`src/design/wtsr_pkg.sv`:
```
// Shared types, widths and CORDIC constants for the world-to-screen rotator.
`timescale 1ns / 1ps

package wtsr_pkg;

	localparam int FRAC_BITS     = 16;
	localparam int CORDIC_STAGES = 16;
	localparam int ATAN_COUNT    = 24;
	localparam int GUARD_BITS    = 8;

	localparam int PT_W    = 32;                 // point and result width
	localparam int SUM_W   = PT_W + 1;           // world plus camera offset
	localparam int FOLD_W  = PT_W + 2;           // room to negate the sum
	localparam int GAIN_W  = 31;                 // Q0.30 gain with a sign bit
	localparam int PROD_W  = FOLD_W + GAIN_W;
	localparam int XY_W    = PT_W + GUARD_BITS + 4;
	localparam int Z_W     = 33;
	localparam int ANG_W   = 16;
	localparam int VIEW_W  = 14;
	localparam int STAGE_W = $clog2(ATAN_COUNT);
	localparam int GAIN_SHIFT = 30 - GUARD_BITS;

	localparam logic signed [GAIN_W-1:0] GAIN_Q30 = 31'sd652032874;

	typedef enum logic [2:0] {
		REG_CAM_X       = 3'd0,
		REG_CAM_Y       = 3'd1,
		REG_CAM_ANGLE   = 3'd2,
		REG_VIEW_WIDTH  = 3'd3,
		REG_VIEW_HEIGHT = 3'd4
	} reg_idx_t;

	// One CORDIC vector in flight between cells.
	typedef struct packed {
		logic signed [XY_W-1:0] x;
		logic signed [XY_W-1:0] y;
		logic signed [Z_W-1:0]  z;
	} vec_t;

	// Arctangent of 2^-i, 2^32 per full turn, rounded to nearest.
	function automatic logic signed [Z_W-1:0] atan_of(input logic [STAGE_W-1:0] i);
		logic [31:0] v;
		begin
			case (i)
				5'd0:  v = 32'd536870912;
				5'd1:  v = 32'd316933406;
				5'd2:  v = 32'd167458907;
				5'd3:  v = 32'd85004756;
				5'd4:  v = 32'd42667331;
				5'd5:  v = 32'd21354465;
				5'd6:  v = 32'd10679838;
				5'd7:  v = 32'd5340245;
				5'd8:  v = 32'd2670163;
				5'd9:  v = 32'd1335087;
				5'd10: v = 32'd667544;
				5'd11: v = 32'd333772;
				5'd12: v = 32'd166886;
				5'd13: v = 32'd83443;
				5'd14: v = 32'd41722;
				5'd15: v = 32'd20861;
				5'd16: v = 32'd10430;
				5'd17: v = 32'd5215;
				5'd18: v = 32'd2608;
				5'd19: v = 32'd1304;
				5'd20: v = 32'd652;
				5'd21: v = 32'd326;
				5'd22: v = 32'd163;
				5'd23: v = 32'd81;
				default: v = 32'd0;
			endcase
			atan_of = $signed({1'b0, v});
		end
	endfunction

endpackage

```
`src/design/wtsr_cell.sv`:
```
// One CORDIC micro-rotation cell; the index sets its shift and arctangent step.
`timescale 1ns / 1ps

module wtsr_cell (
	input  logic                              clk,
	input  logic                              arst_n,
	input  logic [wtsr_pkg::STAGE_W-1:0]      idx,
	input  logic                              in_vld,
	input  wtsr_pkg::vec_t                    in_vec,
	output logic                              out_vld,
	output wtsr_pkg::vec_t                    out_vec
);

	logic signed [wtsr_pkg::XY_W-1:0] dx, dy;
	logic signed [wtsr_pkg::Z_W-1:0]  step;
	wtsr_pkg::vec_t                   nxt;
	wtsr_pkg::vec_t                   vec_q;
	logic                             vld_q;

	always_comb begin
		dx   = in_vec.y >>> idx;
		dy   = in_vec.x >>> idx;
		step = wtsr_pkg::atan_of(idx);
		if (!in_vec.z[wtsr_pkg::Z_W-1]) begin
			nxt.x = in_vec.x - dx;
			nxt.y = in_vec.y + dy;
			nxt.z = in_vec.z - step;
		end else begin
			nxt.x = in_vec.x + dx;
			nxt.y = in_vec.y - dy;
			nxt.z = in_vec.z + step;
		end
	end

	always_ff @(posedge clk or negedge arst_n) begin
		if (!arst_n) begin
			vld_q <= 1'b0;
		end else begin
			vld_q <= in_vld;
		end
	end

	always_ff @(posedge clk) begin
		vec_q <= nxt;
	end

	assign out_vld = vld_q;
	assign out_vec = vec_q;

endmodule

```
`config.mk`:
```
export PLATFORM = sky130hd
export DESIGN_NAME = wtsr_cell
export DESIGN_NICKNAME = d
export VERILOG_FILES = /design/src/design/wtsr_pkg.sv /design/src/design/wtsr_cell.sv
export SDC_FILE = /design/constraint.sdc
export NUM_CORES = 1
export LEC_CHECK = 0
export BUFFER_PORTS_ARGS = -buffer_cell sky130_fd_sc_hd__buf_2
export CORE_ASPECT_RATIO = 0.6
export CORE_MARGIN = 3
export CORE_UTILIZATION = 30
export CTS_BUF_LIST = sky130_fd_sc_hd__clkbuf_16
export CTS_CLUSTER_DIAMETER = 120
export DETAILED_ROUTE_END_ITERATION = 12
export SLEW_MARGIN = 5
export SYNTH_ARGS = -nofsm -noshare
export SYNTH_HDL_FRONTEND = slang
export SYNTH_SLANG_ARGS = --single-unit
```
`constraint.sdc`:
```
create_clock -name clk -period 0.8 [get_ports clk]
set_input_delay 0 -clock clk [delete_from_list [all_inputs] [get_ports clk]]
set_output_delay 0 -clock clk [all_outputs]
set_load 0.05 [all_outputs]
```
==> results.toml <==
[worst_setup_path]
crit_chain = "buf_16 -> buf_8 -> bufbuf_16 -> mux4_2 -> mux2_4 -> a32o_1 -> nor3_2 -> buf_4 -> nand4_1 -> nor4_4 -> nand2_1 -> o21ai_2 -> xor2_1 -> ha_1 -> a21o_1 -> a21o_1 -> a211o_1 -> a221o_1 -> a21oi_2 -> a32oi_2 -> a311o_1 -> a221o_1 -> a21oi_2 -> xnor2_1"
cp-end-kind = "flop"
startpoint = "idx[3]"
crit_family = "compound AO/OA/AOI/OAI gates"
critPathBufInv = 4
crit_arrival_ns = 5.39
slowest_delay_ns = 0.43
worstPathMaxFanout = 10
worstPathRequired_ns = 1.21
critical_path_class = "input port to flop"
start_kind = "input port"
slowest_stage = "a311o_1"

[power_and_ir_drop]
intPower_mw = 35.20
p_clk_frac = 0.132
power.density_nw_per_um2 = 2064
power_mw = 68.53
power.share.switching = 0.4863
p_switching_mw = 33.32
ir_drop_mv = 2.498
p_seq_frac = 0.139
combPwrFrac = 0.728
power_leakage_nw = 15.33

[floorplan]
rows = 70
die_x_um = 329.1
boundaryPins = 251
die-area_um2 = 65780
die_h_um = 199.9
start_util = 0.3061
core_um2 = 61400

[cells_and_area]
drive_above_1_share = 0.5632
nets = 3803
multi_input_area_um2 = 17870
synthToLayoutAreaGrowth_pct = 76.62
regArea_um2 = 2450
num-fill-cells = 5646

[hold_path]
whs_path_depth = 2
hp-class = "input port to flop"
hold-path-endpoint = "out_vec[0]"
hold_start = "in_vec[0]"

[timing]
rsz0062_at_grt = "true"
min_period_ns = 4.981
fin_ws_ns = -4.181
tns_ns = -418.00
hold_slack_ns = -0.2489
maxSlewViolCount = 0
slew_headroom = 0.4746
hold_violations = 15
tightest_slew_ns = 0.7881
fmax_mhz = 200.8
setup_violations = 243
finalCritPeriodShare = 6.227

[drt]
wl_per_cell_um = 25.50
postRouteAntennaNets = 0
route.detailed.drc = 0
viasPerCell = 5.598
drtPass1Iterations = 6
drtIter0Drc = 2799
drt_wl_total_mm = 111.6
via_count = 24490

[synth]
synth_edf_count = 0
synth_top_area_share = 0.1289
synthCells = 2232
yosysTopAreaCell = "dfxtp_1"
ys_types = 93
yosysWarnings = 0
synthFlopType = "dfxtp_1"
synthArstFlopShare = 0.008197
synth.avg_cell_area_um2 = 8.420
synthMostInstantiatedCell = "a21oi_1"
seq_area_frac_synth = 0.1302
yosys-top-cells-area = "dfxtp_1, mux4_2, ha_1"
synth_nets = 2502
synth_commonest_cells = "a21oi_1, nor2_1, nand2_1, ha_1, xnor2_1"
synth_seq_cells = 122
syn_area_um2 = 18790

[cts]
cts_buffer_depth = 2
cts_buffers = 17
clock_sinks = 122
cts_hold_buf = 3
cts_tree = "done"
path_clk_slew_ns = 0.06
clk_root_buffer_cell = "clkbuf_16"
cts-htree-levels = 4

[global_routing]
grt_pass1_wl_mm = 157.1
grt_pass1_vias = 23590
antenna_found_initial = 1
grt_max_degree = 30
grt_usage = 0.3237
grt-ovfl-total = 0

[place]
gp_congestion = 1.041
dp_hpwl_mm = 90.27
portBuffers = 250

[outcome]
violations = "negative hold slack, negative setup slack"
status = "finished, violations left"

[flow_run]
maxCapViolations = 0
==> placed cells by master, fill, tap and decap left out, types with 22 or more instances in the layout <==
master    netlist  final
nand2b_1       30     24
xnor2_1       130    112
a21oi_2         1     53
ha_1          138    110
o21bai_1       24     22
inv_1          51     44
mux4_2         98     98
nand4_1        23     23
and3_1         29     24
a21oi_1       181    119
buf_12          0     27
buf_6          17     73
buf_4          15   1049
mux2_2         63     52
nand2_1       154    142
nand3_1        34     24
nor2_1        164    133
dfxtp_1       121    119
o21ai_2         0     25
nor2b_1        32     27
ha_4            0     23
o21a_1         28     27
buf_2          41    238
a21o_1         54     54
a22oi_1        29     28
o21ai_0        99     58
xor2_1         83     73
mux2i_1       106     96
and2_1         34     28
==> stage by stage <==
stage                     area, um^2  utilization  instances  setup slack [ns]
after floorplan                19500            -       2232            -4.418
after global placement         28830       0.4696       4215            -5.202
after detailed placement       28830       0.4696       4215            -5.252
after CTS                      31540       0.5137       4325            -4.169
after global routing           33190       0.5406       4374            -4.427
final                          33190       0.5406       4375            -4.181
==> cells by family after synthesis <==
family / share of synthesized area
muxes: 0.2132
and+or+nand+nor: 0.1650
DFF: 0.1302
xor gates and xnor gates: 0.09927
adders and majority gates: 0.09507
AOI/OAI and AO/OA: 0.2473
buffers and inverters: 0.04987
==> worst max path at each step <==
stage          depth (start not counted)           end  slack (ns)
2_1_floorplan                         22  out_vec[113]       -4.42
3_3_place_gp                          24   out_vec[69]       -5.20
3_5_place_dp                          24   out_vec[71]       -5.25
4_1_cts                               22  out_vec[117]       -4.17
5_1_grt                               23  out_vec[117]       -4.43
6_report                              24   out_vec[74]       -4.18
==> area by class of cell <==
type,instances,share of cell area
Sequential cell,122,0.07381
Tap cell,828,0.03121
Inverter,54,0.006521
Multi-Input combinational cell,1923,0.5384
Timing Repair Buffer,1415,0.3305
Clock inverter,15,0.006710
Antenna cell,1,0.00007539
Clock buffer,17,0.01282
==> power by group through the flow <==
stage	Sequential [mW]	Clock, mW	Combinational, mW
6_report	9.55	9.08	49.9
3_5_place_dp	9.63	0	43.3
5_1_grt	9.81	9.55	52.4
3_3_place_gp	9.60	0	42.9
4_1_cts	9.56	9.32	46.1
2_1_floorplan	19.5	0	15.7
==> what timing repair did <==
action                                 CTS  global route
pin swaps                              114           153
setup endpoints to repair              243           243
resized for setup                      279           257
endpoints found under the hold margin   29            11
buffers inserted                        72            63
cloned                                   7             0
==> layer usage <==
metal	track usage	up-vias	share of wire	routed length [um]
li1	-	11130	-	-
met4	0.05127	2	0.015	1652
met2	0.4381	1245	0.39	43380
met3	0.1212	125	0.12	13820
met5	0	-	0.00013	14
met1	0.4862	11990	0.47	52710
==> sequential cells by signal, summed over array words and instances (netlist names) <==
name and count:
out_vld 1, out_vec 121
(Power assumes the default switching activity.)
