===== config.mk =====
export PLATFORM = sky130hd
export DESIGN_NAME = wtsr_back
export DESIGN_NICKNAME = d
export VERILOG_FILES = /design/src/design/wtsr_pkg.sv /design/src/design/wtsr_back.sv
export SDC_FILE = /design/constraint.sdc
export NUM_CORES = 1
export LEC_CHECK = 0
export BUFFER_PORTS_ARGS = -buffer_cell sky130_fd_sc_hd__buf_4
export CORE_ASPECT_RATIO = 0.7
export CORE_MARGIN = 4
export CORE_UTILIZATION = 58
export CTS_CLUSTER_SIZE = 8
export DETAILED_ROUTE_END_ITERATION = 7
export PLACE_DENSITY_LB_ADDON = 0.05
export SLEW_MARGIN = 20
export SYNTH_ARGS = -nofsm -noshare
export SYNTH_HDL_FRONTEND = slang
export SYNTH_SLANG_ARGS = --single-unit

===== constraint.sdc =====
create_clock -name clk -period 1 [get_ports clk]
set_input_delay 0.2 -clock clk [delete_from_list [all_inputs] [get_ports clk]]
set_output_delay 0.2 -clock clk [all_outputs]
set_load 0.005 [all_outputs]

===== src/design/wtsr_pkg.sv =====
// Shared types, widths and CORDIC constants for the world-to-screen rotator.
`timescale 1ns / 1ps

package wtsr_pkg;

	localparam int FRAC_BITS     = 16;
	localparam int CORDIC_STAGES = 16;
	localparam int ATAN_COUNT    = 24;
	localparam int GUARD_BITS    = 8;

	localparam int PT_W    = 32;                 // point and result width
	localparam int SUM_W   = PT_W + 1;           // world plus camera offset
	localparam int FOLD_W  = PT_W + 2;           // room to negate the sum
	localparam int GAIN_W  = 31;                 // Q0.30 gain with a sign bit
	localparam int PROD_W  = FOLD_W + GAIN_W;
	localparam int XY_W    = PT_W + GUARD_BITS + 4;
	localparam int Z_W     = 33;
	localparam int ANG_W   = 16;
	localparam int VIEW_W  = 14;
	localparam int STAGE_W = $clog2(ATAN_COUNT);
	localparam int GAIN_SHIFT = 30 - GUARD_BITS;

	localparam logic signed [GAIN_W-1:0] GAIN_Q30 = 31'sd652032874;

	typedef enum logic [2:0] {
		REG_CAM_X       = 3'd0,
		REG_CAM_Y       = 3'd1,
		REG_CAM_ANGLE   = 3'd2,
		REG_VIEW_WIDTH  = 3'd3,
		REG_VIEW_HEIGHT = 3'd4
	} reg_idx_t;

	// One CORDIC vector in flight between cells.
	typedef struct packed {
		logic signed [XY_W-1:0] x;
		logic signed [XY_W-1:0] y;
		logic signed [Z_W-1:0]  z;
	} vec_t;

	// Arctangent of 2^-i, 2^32 per full turn, rounded to nearest.
	function automatic logic signed [Z_W-1:0] atan_of(input logic [STAGE_W-1:0] i);
		logic [31:0] v;
		begin
			case (i)
				5'd0:  v = 32'd536870912;
				5'd1:  v = 32'd316933406;
				5'd2:  v = 32'd167458907;
				5'd3:  v = 32'd85004756;
				5'd4:  v = 32'd42667331;
				5'd5:  v = 32'd21354465;
				5'd6:  v = 32'd10679838;
				5'd7:  v = 32'd5340245;
				5'd8:  v = 32'd2670163;
				5'd9:  v = 32'd1335087;
				5'd10: v = 32'd667544;
				5'd11: v = 32'd333772;
				5'd12: v = 32'd166886;
				5'd13: v = 32'd83443;
				5'd14: v = 32'd41722;
				5'd15: v = 32'd20861;
				5'd16: v = 32'd10430;
				5'd17: v = 32'd5215;
				5'd18: v = 32'd2608;
				5'd19: v = 32'd1304;
				5'd20: v = 32'd652;
				5'd21: v = 32'd326;
				5'd22: v = 32'd163;
				5'd23: v = 32'd81;
				default: v = 32'd0;
			endcase
			atan_of = $signed({1'b0, v});
		end
	endfunction

endpackage


===== src/design/wtsr_back.sv =====
// Back end: drop guard bits, add the view center, flip y and saturate.
`timescale 1ns / 1ps

module wtsr_back (
	input  logic                                clk,
	input  logic                                arst_n,
	input  logic                                in_vld,
	input  logic signed [wtsr_pkg::XY_W-1:0]    x,
	input  logic signed [wtsr_pkg::XY_W-1:0]    y,
	input  logic        [wtsr_pkg::VIEW_W-1:0]  view_width,
	input  logic        [wtsr_pkg::VIEW_W-1:0]  view_height,
	output logic                                done,
	output logic signed [wtsr_pkg::PT_W-1:0]    screen_x,
	output logic signed [wtsr_pkg::PT_W-1:0]    screen_y,
	output logic                                clipped
);

	localparam logic signed [wtsr_pkg::XY_W-1:0] RND_G =
		wtsr_pkg::XY_W'(1) <<< (wtsr_pkg::GUARD_BITS - 1);
	localparam logic signed [wtsr_pkg::XY_W-1:0] MAX_V =
		wtsr_pkg::XY_W'(2147483647);
	localparam logic signed [wtsr_pkg::XY_W-1:0] MIN_V =
		-(wtsr_pkg::XY_W'(2147483647)) - wtsr_pkg::XY_W'(1);

	logic signed [wtsr_pkg::XY_W-1:0] xr, yr, hw, hh, sx, sy;
	logic                             clip_x, clip_y;
	logic signed [wtsr_pkg::PT_W-1:0] sat_x, sat_y;
	logic                             done_q;
	logic signed [wtsr_pkg::PT_W-1:0] screen_x_q, screen_y_q;
	logic                             clipped_q;

	always_comb begin
		xr = (x + RND_G) >>> wtsr_pkg::GUARD_BITS;
		yr = (y + RND_G) >>> wtsr_pkg::GUARD_BITS;
		hw = wtsr_pkg::XY_W'(view_width >> 1) <<< wtsr_pkg::FRAC_BITS;
		hh = wtsr_pkg::XY_W'(view_height >> 1) <<< wtsr_pkg::FRAC_BITS;
		sx = xr + hw;
		sy = hh - yr;
		clip_x = (sx > MAX_V) || (sx < MIN_V);
		clip_y = (sy > MAX_V) || (sy < MIN_V);
		if (sx > MAX_V) begin
			sat_x = MAX_V[wtsr_pkg::PT_W-1:0];
		end else if (sx < MIN_V) begin
			sat_x = MIN_V[wtsr_pkg::PT_W-1:0];
		end else begin
			sat_x = sx[wtsr_pkg::PT_W-1:0];
		end
		if (sy > MAX_V) begin
			sat_y = MAX_V[wtsr_pkg::PT_W-1:0];
		end else if (sy < MIN_V) begin
			sat_y = MIN_V[wtsr_pkg::PT_W-1:0];
		end else begin
			sat_y = sy[wtsr_pkg::PT_W-1:0];
		end
	end

	always_ff @(posedge clk or negedge arst_n) begin
		if (!arst_n) begin
			done_q <= 1'b0;
		end else begin
			done_q <= in_vld;
		end
	end

	always_ff @(posedge clk) begin
		screen_x_q <= sat_x;
		screen_y_q <= sat_y;
		clipped_q  <= clip_x | clip_y;
	end

	assign done     = done_q;
	assign screen_x = screen_x_q;
	assign screen_y = screen_y_q;
	assign clipped  = clipped_q;

endmodule


==> results of run 1 <==
[Yosys cell counts, types with 4 or more instances]
master	count	area share (%)
dfxtp_1	65	21
xnor2_1	64	9.0
o21ai_0	53	4.3
nand3_1	50	4.0
xor2_1	50	7.0
nand2_1	42	2.5
nor2_1	42	2.5
a21oi_1	39	3.1
ha_1	30	6.0
a21o_1	26	3.1
nor3_1	24	1.9
o21ai_2	23	3.2
and3_1	22	2.2
nand4_1	22	2.2
clkbuf_1	18	1.1
inv_1	18	1.1
nor4_1	14	1.4
buf_2	11	0.88
or3_1	11	1.1
o21ai_1	10	0.80
and2_1	9	0.90
nor2b_1	9	0.90
a31oi_1	7	0.70
or4_1	7	0.84
a211oi_1	6	0.72
and4_1	6	0.84
buf_6	5	0.90
mux2_2	5	0.90
mux2i_1	5	0.80
o22ai_1	5	0.50
a21boi_0	4	0.48
nand2b_1	4	0.40
nor4_4	4	1.4
o211ai_1	4	0.48
[cell families after synthesis]
logic type | synth area share, %
adders and majority gates | 6.50
AOI/OAI and AO/OA | 23.7
DFF | 21.3
xor gates and xnor gates | 16.0
and+or+nand+nor | 26.4
buffers and inverters | 4.32
muxes | 1.71
[through the flow]
stage	cell area [um2]	util, %
detailed placement	10000	96.0
global placement	10000	96.0
floorplan	6550	-
==> key figures, run 1 <==
Yosys
  • Post-synthesis net count: slightly above 900
  • Mapped Area: between 6000 and 7000 um2
  • Share of synthesized flip-flops with an asynchronous set or reset: between 1.5 and 2%
  • Commonest register cell after synthesis: dfxtp_1
  • Number of flops mapped to enable cells by yosys: 0
  • Synthesized flop and latch total: between 60 and 70
  • Post-synthesis cell count: a little under 800
  • Post-synth cell types: 85
  • Post-Synthesis Mean Instance Area: roughly 7.9 um2
  • Part of the Yosys area used for sequential elements: 21.3%
  • YS warnings: 0

Die
  • Initial cell density of the core: between 50% and 60%
  • Die Y: 94.7 um
  • Number of ports placed on the die boundary: between 150 and 200
  • Row Count: 31
  • Die W: roughly 130 um

Clock tree
  • Clock H-tree levels: 3
  • Hold-fix buffers at CTS: 2
  • Max Root-Sink Buffers: 2
  • Post-CTS repair timing setup buffer count: 61
  • Clock buffers created by TritonCTS: 9
  • # resized after CTS: around 240
  • Root buffer cell: clkbuf_16
  • Sink Count: 66

Status
  • Step where the flow halted: clock tree synthesis
  • Stop Error: [ERROR DPL-0038] Utilization greater than 100%, impossible to legalize
  • Status: did not finish

Placed design
  • Dpl cells: 1352
  • Routability cong.: 1.07
  • Half-perimeter wire length after detailed placement: ~24000 um
  • Pre-CTS worst setup slack: -3.77 ns
  • Quantity of I/O buffers inserted on ports: 168
==> inputs of run 2 (changes only) <==
--- a/config.mk
+++ b/config.mk
@@ -6,12 +6,10 @@
 export NUM_CORES = 1
 export LEC_CHECK = 0
 export BUFFER_PORTS_ARGS = -buffer_cell sky130_fd_sc_hd__buf_4
-export CORE_ASPECT_RATIO = 0.7
 export CORE_MARGIN = 4
-export CORE_UTILIZATION = 58
-export CTS_CLUSTER_SIZE = 8
+export CORE_UTILIZATION = 40
 export DETAILED_ROUTE_END_ITERATION = 7
-export PLACE_DENSITY_LB_ADDON = 0.05
+export PLACE_DENSITY_LB_ADDON = 0.15
 export SLEW_MARGIN = 20
 export SYNTH_ARGS = -nofsm -noshare
 export SYNTH_HDL_FRONTEND = slang
==> key figures, run 2 <==
GRT
  • Number of antenna violations at the first check in global routing: 0
  • Wire length of the first global-routing pass: between 30000 and 40000 um
  • Leftover overflow at the end of global routing: 0
  • Pin count of the biggest net entering global routing: 17
  • Vias in the first global route: 7760
  • Overall routing resource usage: between 20% and 30%

Worst setup path
  • Type of destination of the critical path: flop
  • Req. time, crit path: around 1.3 ns
  • Critical path data arrival time: 4.30 ns
  • Crit Path Max Fanout: 11
  • Crit path launch type: input pin
  • Critical path origin: y[12]
  • Worst setup endpoint: screen_y[21]
  • Classification of the worst setup path: in2reg

Yosys
  • Top-count cell post-synth: dfxtp_1
  • Part of the Yosys area used for sequential elements: between 20% and 30%
  • Post-Synthesis Mean Instance Area: between 7 and 8 um2
  • Post-synth cell types: between 80 and 90
  • Post-synthesis cell count: about 790
  • Area share of the leading cell type in the synthesized netlist: 20.9%
  • YS warnings: 0
  • Commonest register cell after synthesis: dfxtp_1
  • Biggest area contributors in the synthesized netlist: dfxtp_1 (21%), xnor2_1 (9.0%), xor2_1 (7.0%)
  • Number of flops mapped to enable cells by yosys: 0
  • Largest area contributor in the synthesized netlist: dfxtp_1
  • Most frequent cells after synthesis: dfxtp_1 (65), xnor2_1 (64), o21ai_0 (53)
  • Mapped Area: about 6200 um2
  • Synthesized flop and latch total: 66
  • Share of synthesized flip-flops with an asynchronous set or reset: 1.52%
  • Post-synthesis net count: between 900 and 1000

Clock tree
  • Sink Count: between 60 and 70
  • Max Root-Sink Buffers: 2
  • TritonCTS clock tree: yes
  • Clock buffers created by TritonCTS: 9
  • Post-CTS clock slew at the launch and capture registers of the worst setup and hold paths: 0.06 ns
  • Root buffer cell: clkbuf_16
  • Clock H-tree levels: 3

Timing
  • Final period demand of the worst path: a little over 4 ns
  • Final max-slew violation count: 0
  • Setup violation total in the final timing report: 66
  • RSZ-0062 raised after global routing: yes
  • Worst slew slack as a fraction of its limit: approximately 64%
  • Highest attainable clock frequency: about 250 MHz
  • Final Hold Viols: 0
  • Total negative slack: -192.01 ns
  • Slew at the pin closest to its max-slew limit: 0.524 ns
  • Final worst setup slack: -3.04 ns
  • Final critical-path share of the clock period: 404%

Pwr
  • Maximum VDD drop: 0.809 mV
  • Leakage power: roughly 5.2 nW
  • Power density over cell area: 978 nW/um2

Cells and area
  • Layout net count: approximately 1400
  • Ant diodes: 0
  • Fraction of layout instances using a drive strength above 1: roughly 55%
  • Leading cell types in the layout, fill and taps excluded: buf_4 (505), dfxtp_1 (65), xnor2_1 (60), o21ai_2 (56), xor2_1 (49)
  • Post-synthesis to final-layout area growth: 86.2%
  • Post-route cell area: 11600 um2
  • Core utilization of the finished layout: about 76%
  • # fillers: between 1000 and 1500
  • Fin cells: between 1500 and 2000
  • Leading cell type in the layout, fill and taps excluded: buf_4

Placed design
  • Post-Place Cell Area: about 10000 um2
  • Routability cong.: between 0.9 and 1
  • Half-perimeter wire length after detailed placement: ~17000 um
  • Dpl cells: roughly 1400
  • Quantity of I/O buffers inserted on ports: about 170

Die
  • Standard cell core area: 15300 um2
  • Die W: between 100 and 150 um
  • Row Count: 45
  • Initial cell density of the core: 40.9%
  • Number of ports placed on the die boundary: approximately 190
  • Die Y: ~130 um
  • Full die area: 17600 um2

Routing
  • Average wire per cell in the routed design: roughly 17 um
  • Total number of vias: roughly 8000
  • Final routed DRC violation total: 0
  • Post-detailed-route count of antenna-violating nets: 0
  • Pre-antenna DRT Iters: 5
  • Total wirelength of the detailed-routed design: 25100 um
  • Detailed Route Iter0 Violations: ~470
  • Mean number of vias per cell: about 5.3

Run
  • Max-cap violation count: 0

Status
  • Status: finished, violations left
  • Violations in the final reports: negative setup slack

Worst hold path
  • Tightest Hold Check Type: in2async
==> run 2: cell counts after synthesis <==
Identical to the previous run, type by type.
==> run 2: what timing repair did <==
item | in CTS | in global routing
gates resized for setup | 62 | 72
pin swaps | 25 | 37
buffers inserted | 48 | 21
hold endpoints to repair | 2 | 0
hold buffers | 2 | 0
cloned | 6 | 1
endpoints found under the setup margin | 66 | 66
==> run 2: power by group <==
part,internal (mW),switching [mW]
clock,2.25,1.20
combinational,2.69,2.21
sequential,2.92,0.0784
total,7.86,3.49
==> run 2: area by class of cell <==
type                    count  area (um2)  area share, %
inverters                  18        67.6          0.582
multi-input cells         665        5330           45.9
clock inverters             6        90.1          0.776
clock buffers              10         239           2.06
flip-flops and latches     66        1330           11.4
repair buffers            538        4290           37.0
well taps                 211         264           2.27
==> run 2: per-layer routing <==
| metal | vias to the layer above | track usage [%] | wire, um |
|---|---|---|---|
| met4 | 0 | 8.83 | 753 |
| met2 | 303 | 48.7 | 13000 |
| met1 | 3719 | 30.8 | 10100 |
| met3 | 70 | 3.46 | 1250 |
| li1 | 3944 | - | - |
| met5 | - | 0 | 0 |
==> run 2: through the flow <==
step                      total power [mW]  hold WS [ns]  worst slack, ns
after global routing                  11.9         0.186            -3.23
after global placement                7.12       -0.0250            -3.68
final                                 11.3         0.166            -3.04
after floorplan                       4.96       -0.0956            -3.40
after CTS                             11.0         0.161            -2.99
after detailed placement              7.17       -0.0245            -3.75
==> run 2: critical path: stages <==
cell	delay (ns)
buf_8	0.08
nand3_4	0.08
or4_4	0.60
nor3_4	0.24
nand3_1	0.12
xor2_1	0.15
ha_1	0.32
and2_4	0.16
buf_4	0.13
buf_4	0.13
and3_1	0.21
a221o_1	0.33
a31oi_4	0.18
a21oi_2	0.09
xnor2_2	0.18
or4_4	0.55
o21a_4	0.26
buf_12	0.16
o21ai_4	0.13
==> run 2: how the worst min path moves through the flow <==
stage / startpoint / endpoint / slack, ns / depth (start not counted)
after floorplan: arst_n / done / -0.1 / 0
after global placement: arst_n / done / -0.02 / 1
after detailed placement: arst_n / done / -0.02 / 1
after CTS: arst_n / done / 0.16 / 2
after global routing: arst_n / done / 0.19 / 2
final: arst_n / done / 0.17 / 2
==> run 2: cells by family (layout without fill, tap and decap cells) <==
family	after synthesis	count (layout)	synth area share, %
simple gates	287	287	26.4
fa+ha+maj	32	32	6.50
compound gates	220	222	23.7
buf+inv	56	572	4.32
xor+xnor	114	114	16.0
mux	10	10	1.71
flops	66	66	21.3
(Power assumes the default switching activity.)
